===== src/hw/rtl/arbb_pkg.sv =====
// Shared widths, constants and types of the affine bounding box core.
// No dependencies.
package arbb_pkg;

  localparam int COORD_BITS     = 24;
  localparam int COEF_BITS      = 16;
  localparam int COEF_FRAC_BITS = 12;

  localparam int SIZE_BITS = COORD_BITS - 1;
  // right = left + width needs one more bit
  localparam int EXT_BITS  = COORD_BITS + 1;
  localparam int PROD_BITS = EXT_BITS + COEF_BITS;
  localparam int SHP_BITS  = PROD_BITS - COEF_FRAC_BITS;
  // two shifted products plus the offset
  localparam int SUM_BITS  = SHP_BITS + 2;
  localparam int DIFF_BITS = SUM_BITS + 1;

  localparam int COORD_MAX = (2 ** (COORD_BITS - 1)) - 1;
  localparam int COORD_MIN = -COORD_MAX - 1;
  localparam int COEF_ONE  = 2 ** COEF_FRAC_BITS;

  // pipeline stages
  localparam int NSTG  = 5;
  localparam int S_IN  = 0;
  localparam int S_MUL = 1;
  localparam int S_CMP = 2;
  localparam int S_SUM = 3;
  localparam int S_OUT = 4;

  localparam int CFG_IDX_BITS = 3;

  typedef enum logic [CFG_IDX_BITS-1:0] {
    REG_COEF_A   = 3'd0,
    REG_COEF_B   = 3'd1,
    REG_COEF_C   = 3'd2,
    REG_COEF_D   = 3'd3,
    REG_OFFSET_X = 3'd4,
    REG_OFFSET_Y = 3'd5
  } reg_idx_t;

  // stage load enables handed to the per-axis datapath
  typedef struct packed {
    logic mul;
    logic cmp;
    logic sum;
  } arbb_adv_t;

endpackage


===== src/hw/rtl/arbb_axis.sv =====
// One output axis of the affine map: four products, pairwise min/max, sums.
// Uses arbb_pkg; stage enables come from the core's pipeline control.
module arbb_axis (
  input  logic                                   clk,
  input  arbb_pkg::arbb_adv_t                    adv,
  input  logic signed [arbb_pkg::EXT_BITS-1:0]   p_lo,
  input  logic signed [arbb_pkg::EXT_BITS-1:0]   p_hi,
  input  logic signed [arbb_pkg::EXT_BITS-1:0]   q_lo,
  input  logic signed [arbb_pkg::EXT_BITS-1:0]   q_hi,
  input  logic signed [arbb_pkg::COEF_BITS-1:0]  coef_p,
  input  logic signed [arbb_pkg::COEF_BITS-1:0]  coef_q,
  input  logic signed [arbb_pkg::COORD_BITS-1:0] offset,
  output logic signed [arbb_pkg::SUM_BITS-1:0]   lo_sum,
  output logic signed [arbb_pkg::SUM_BITS-1:0]   hi_sum
);

  logic signed [arbb_pkg::PROD_BITS-1:0] m_pl, m_ph, m_ql, m_qh;
  logic signed [arbb_pkg::SHP_BITS-1:0]  pl_r, ph_r, ql_r, qh_r;
  logic signed [arbb_pkg::SHP_BITS-1:0]  pmin_r, pmax_r, qmin_r, qmax_r;
  logic signed [arbb_pkg::SUM_BITS-1:0]  lo_r, hi_r;

  assign m_pl = arbb_pkg::PROD_BITS'(coef_p) * arbb_pkg::PROD_BITS'(p_lo);
  assign m_ph = arbb_pkg::PROD_BITS'(coef_p) * arbb_pkg::PROD_BITS'(p_hi);
  assign m_ql = arbb_pkg::PROD_BITS'(coef_q) * arbb_pkg::PROD_BITS'(q_lo);
  assign m_qh = arbb_pkg::PROD_BITS'(coef_q) * arbb_pkg::PROD_BITS'(q_hi);

  // dropping the fraction bits of a two's complement value is a floor
  always_ff @(posedge clk) begin
    if (adv.mul) begin
      pl_r <= m_pl[arbb_pkg::PROD_BITS-1:arbb_pkg::COEF_FRAC_BITS];
      ph_r <= m_ph[arbb_pkg::PROD_BITS-1:arbb_pkg::COEF_FRAC_BITS];
      ql_r <= m_ql[arbb_pkg::PROD_BITS-1:arbb_pkg::COEF_FRAC_BITS];
      qh_r <= m_qh[arbb_pkg::PROD_BITS-1:arbb_pkg::COEF_FRAC_BITS];
    end
  end

  // the two terms pick their corner independently, so the extremes of the
  // four corner sums are sums of the per-term extremes
  always_ff @(posedge clk) begin
    if (adv.cmp) begin
      pmin_r <= (pl_r < ph_r) ? pl_r : ph_r;
      pmax_r <= (pl_r < ph_r) ? ph_r : pl_r;
      qmin_r <= (ql_r < qh_r) ? ql_r : qh_r;
      qmax_r <= (ql_r < qh_r) ? qh_r : ql_r;
    end
  end

  always_ff @(posedge clk) begin
    if (adv.sum) begin
      lo_r <= arbb_pkg::SUM_BITS'(pmin_r) + arbb_pkg::SUM_BITS'(qmin_r)
            + arbb_pkg::SUM_BITS'(offset);
      hi_r <= arbb_pkg::SUM_BITS'(pmax_r) + arbb_pkg::SUM_BITS'(qmax_r)
            + arbb_pkg::SUM_BITS'(offset);
    end
  end

  assign lo_sum = lo_r;
  assign hi_sum = hi_r;

endmodule


===== config.mk =====
export PLATFORM = sky130hd
export DESIGN_NAME = arbb_axis
export DESIGN_NICKNAME = d
export VERILOG_FILES = /design/src/hw/rtl/arbb_pkg.sv /design/src/hw/rtl/arbb_axis.sv
export SDC_FILE = /design/constraint.sdc
export NUM_CORES = 2
export LEC_CHECK = 0
export ABC_AREA = 1
export BUFFER_PORTS_ARGS = -buffer_cell sky130_fd_sc_hd__buf_4
export CAP_MARGIN = 20
export CELL_PAD_IN_SITES_DETAIL_PLACEMENT = 1
export CELL_PAD_IN_SITES_GLOBAL_PLACEMENT = 2
export CORE_MARGIN = 2
export CORE_UTILIZATION = 44
export CTS_BUF_LIST = sky130_fd_sc_hd__clkbuf_8
export DETAILED_ROUTE_END_ITERATION = 8
export GPL_TIMING_DRIVEN = 1
export PLACE_DENSITY_LB_ADDON = 0.1
export SYNTH_ARGS = -nofsm -noshare
export SYNTH_HDL_FRONTEND = slang
export SYNTH_SLANG_ARGS = --single-unit

===== constraint.sdc =====
create_clock -name clk -period 14.3 [get_ports clk]
set_input_delay 0.715 -clock clk [delete_from_list [all_inputs] [get_ports clk]]
set_output_delay 0.715 -clock clk [all_outputs]
set_load 0.05 [all_outputs]

==> results.sh <==
export IMPL_outcome="complete, no violations"
export IMPL_worst_pin_slew_ns=1.002
export IMPL_endpoint="ql_r[28]"
export IMPL_synthFlopType="edfxtp_1"
export IMPL_dp_hpwl_mm=210.9
export IMPL_synth_top_cell_area_share_pct=41.49
export IMPL_cts_tree="done"
export IMPL_period_share_pct=46.65
export IMPL_rrSetupSlack_ns=10.27
export IMPL_nNetsFinal=12010
export IMPL_routed_wl_mm=254.7
export IMPL_ys_warn_count=0
export IMPL_dieHeight_um=423.9
export IMPL_drtPass1Iterations=5
export IMPL_die_w_um=423.9
export IMPL_worst_setup_path_end_kind="flop"
export IMPL_slowest_stage="fa_1"
export IMPL_via_per_inst=5.086
export IMPL_reg2reg_depth=12
export IMPL_synth_edf_count=294
export IMPL_critPathLaunchType="input port"
export IMPL_worstPathMaxFanout=50
export IMPL_max_freq_mhz=149.9
export IMPL_clock_latency_ns=0.73
export IMPL_setup_viol=0
export IMPL_root_buffer="clkbuf_8"
export IMPL_syn_cell_area_um2=77590
export IMPL_grt_max_degree=70
export IMPL_grtUsageMet1_pct=41.09
export IMPL_synth_area_leaders="fa_1, inv_1, nand2_1"
export IMPL_worstPathCellList="buf_4, nand2_1, fa_1, inv_1, fa_1, fa_1, inv_1, fa_1, fa_1, fa_1, inv_1, ha_1, inv_1, nor3_1, nand2_1, nor2_1, nand4_1, nand4_1, nand2_1"
export IMPL_post_cts_setup_buffers=0
export IMPL_num_vias=61690
export IMPL_area_growth_pct=5.675
export IMPL_cts_resized=0
export IMPL_top_level_ports=222
export IMPL_numCtsBuffers=55
export IMPL_synth_top_area_cell="fa_1"
export IMPL_cts_sinks=294
export IMPL_grt_pass1_vias=69600
export IMPL_antenna_found_initial=5
export IMPL_port_buffers=221
export IMPL_skew_ns=0.06874
export IMPL_fp_coreArea_um2=175700
export IMPL_drt_iter0_drc=3213
export IMPL_grt_usage_pct=28.99
export IMPL_cts_hold_buf=0
export IMPL_arrival_ns=7.08
export IMPL_gr_usage_met2_pct=48.62
export IMPL_overflow=0
export IMPL_use_met3_pct=2.434
export IMPL_grt_pass1_wl_mm=402.6
export IMPL_critPathLaunch="coef_q[4]"
export IMPL_max_stage_delay_ns=0.89
export IMPL_finalSetupTns_ns=0
export IMPL_critPathKind="in -> reg"
export IMPL_busiest_layer="met2"
export IMPL_clkTransAtPathRegs_ns=0.06
export IMPL_drc=0
export IMPL_cp_common_cell="fa_1"
export IMPL_cap_violations=0
export IMPL_ys_types=34
export IMPL_initial_utilization_pct=44.15
export IMPL_syn_area_per_cell_um2=7.882
export IMPL_htreeDepth=2
export IMPL_min_path_type="in -> reg"
export IMPL_routedWlPerCell_um=21.00
export IMPL_report_final_slew_viol_count=0
export IMPL_dieArea_um2=179700
export IMPL_relSlewSlack_pct=32.96
export IMPL_rsz0062_at_grt="no"
export IMPL_hold_viol=0
export IMPL_place_congestion=0.9041
export IMPL_required_ns=14.71
export IMPL_rr_startpoint="pl_r[16]"
export IMPL_fin_crit_ns=6.671
export IMPL_r2r_end="pmax_r[3]"
export IMPL_ant_nets=0
export IMPL_layout_drive_gt1_share_pct=3.587
export IMPL_synth_nets=12110
export IMPL_rows=154
export IMPL_synth_seq_area_share_pct=11.38
export IMPL_ys_ff_latch=294
export IMPL_synth_cells=9844
export IMPL_async_reset_ff_share_pct=0
export IMPL_cts_buffer_depth=3
==> cell usage after synthesis (45+ instances only) <==
| cell type | instances |
|---|---|
| inv_1 | 2833 |
| xor2_1 | 94 |
| edfxtp_1 | 294 |
| clkbuf_1 | 348 |
| nor2_1 | 456 |
| o21ai_0 | 140 |
| nand2_1 | 2671 |
| nor3_1 | 45 |
| nand4_1 | 58 |
| ha_1 | 502 |
| a21oi_1 | 253 |
| nand3_1 | 301 |
| fa_1 | 1608 |
==> cell type report <==
cell class,count,area (um^2)
multi-input cells,6322,56530
flip-flops and latches,294,8828
inverters,2833,10630
clock inverters,48,530.5
repair buffers,234,1769
well taps,2340,2928
clock buffers,55,757.0
fillers,21670,93740
diodes,4,10.01
==> worst min-delay path by stage <==
stage	slack, ns	start	end	depth (start not counted)
3_3_place_gp	0.59	ql_r[0]	qmax_r[0]	2
3_5_place_dp	0.59	ql_r[0]	qmax_r[0]	2
4_1_cts	0.44	offset[1]	hi_sum[1]	3
6_report	0.49	offset[1]	hi_sum[1]	3
2_1_floorplan	0.54	pl_r[0]	pmax_r[0]	2
5_1_grt	0.47	offset[1]	hi_sum[1]	3
==> metrics by stage <==
stage	hold slack, ns	util [%]	std cells	setup slack, ns	cell area, um^2
4_1_cts	0.4355	46.64	12130	7.682	81960
3_3_place_gp	0.5856	45.91	12020	7.010	80670
3_5_place_dp	0.5916	45.91	12020	6.970	80670
2_1_floorplan	0.5362	-	9844	8.271	77590
5_1_grt	0.4742	46.66	12130	7.302	81990
6_report	0.4895	46.66	12130	7.629	81990
==> cell usage in the layout, fill, tap and decap left out, types with 55 or more instances in the layout <==
| master | synthesis | final |
|---|---|---|
| inv_1 | 2833 | 2838 |
| nand3_1 | 301 | 299 |
| o21ai_0 | 140 | 140 |
| a21oi_1 | 253 | 253 |
| nor2_1 | 456 | 456 |
| nand4_1 | 58 | 58 |
| clkbuf_8 | 0 | 55 |
| fa_1 | 1608 | 1608 |
| nand2_1 | 2671 | 2671 |
| ha_1 | 502 | 502 |
| buf_4 | 6 | 233 |
| xor2_1 | 94 | 94 |
| edfxtp_1 | 294 | 294 |
==> logic make-up after synthesis <==
logic type,share of synthesized area [%]
AO/OA/AOI/OAI,3.636
XOR/XNOR,1.445
adder cells (fa/ha/maj),49.58
buffers and inverters,15.77
flip-flops,11.38
AND/OR/NAND/NOR,18.19
==> worst max-delay path: cells and delay by family <==
kind | cells | cell delay [ns]
fa+ha+maj | 7 | 3.91
simple gates | 7 | 1.45
buf+inv | 5 | 0.99
==> metal layers <==
metal / wire, um / part of all wire (%)
met3: 10550 / 4.1
met5: 16 / 0.0063
met2: 120800 / 47
met4: 5447 / 2.1
met1: 117900 / 46
Power is left out: the tool's default activity adds up to more than one toggle a clock period on the data nets, which glitch-free logic cannot reach.
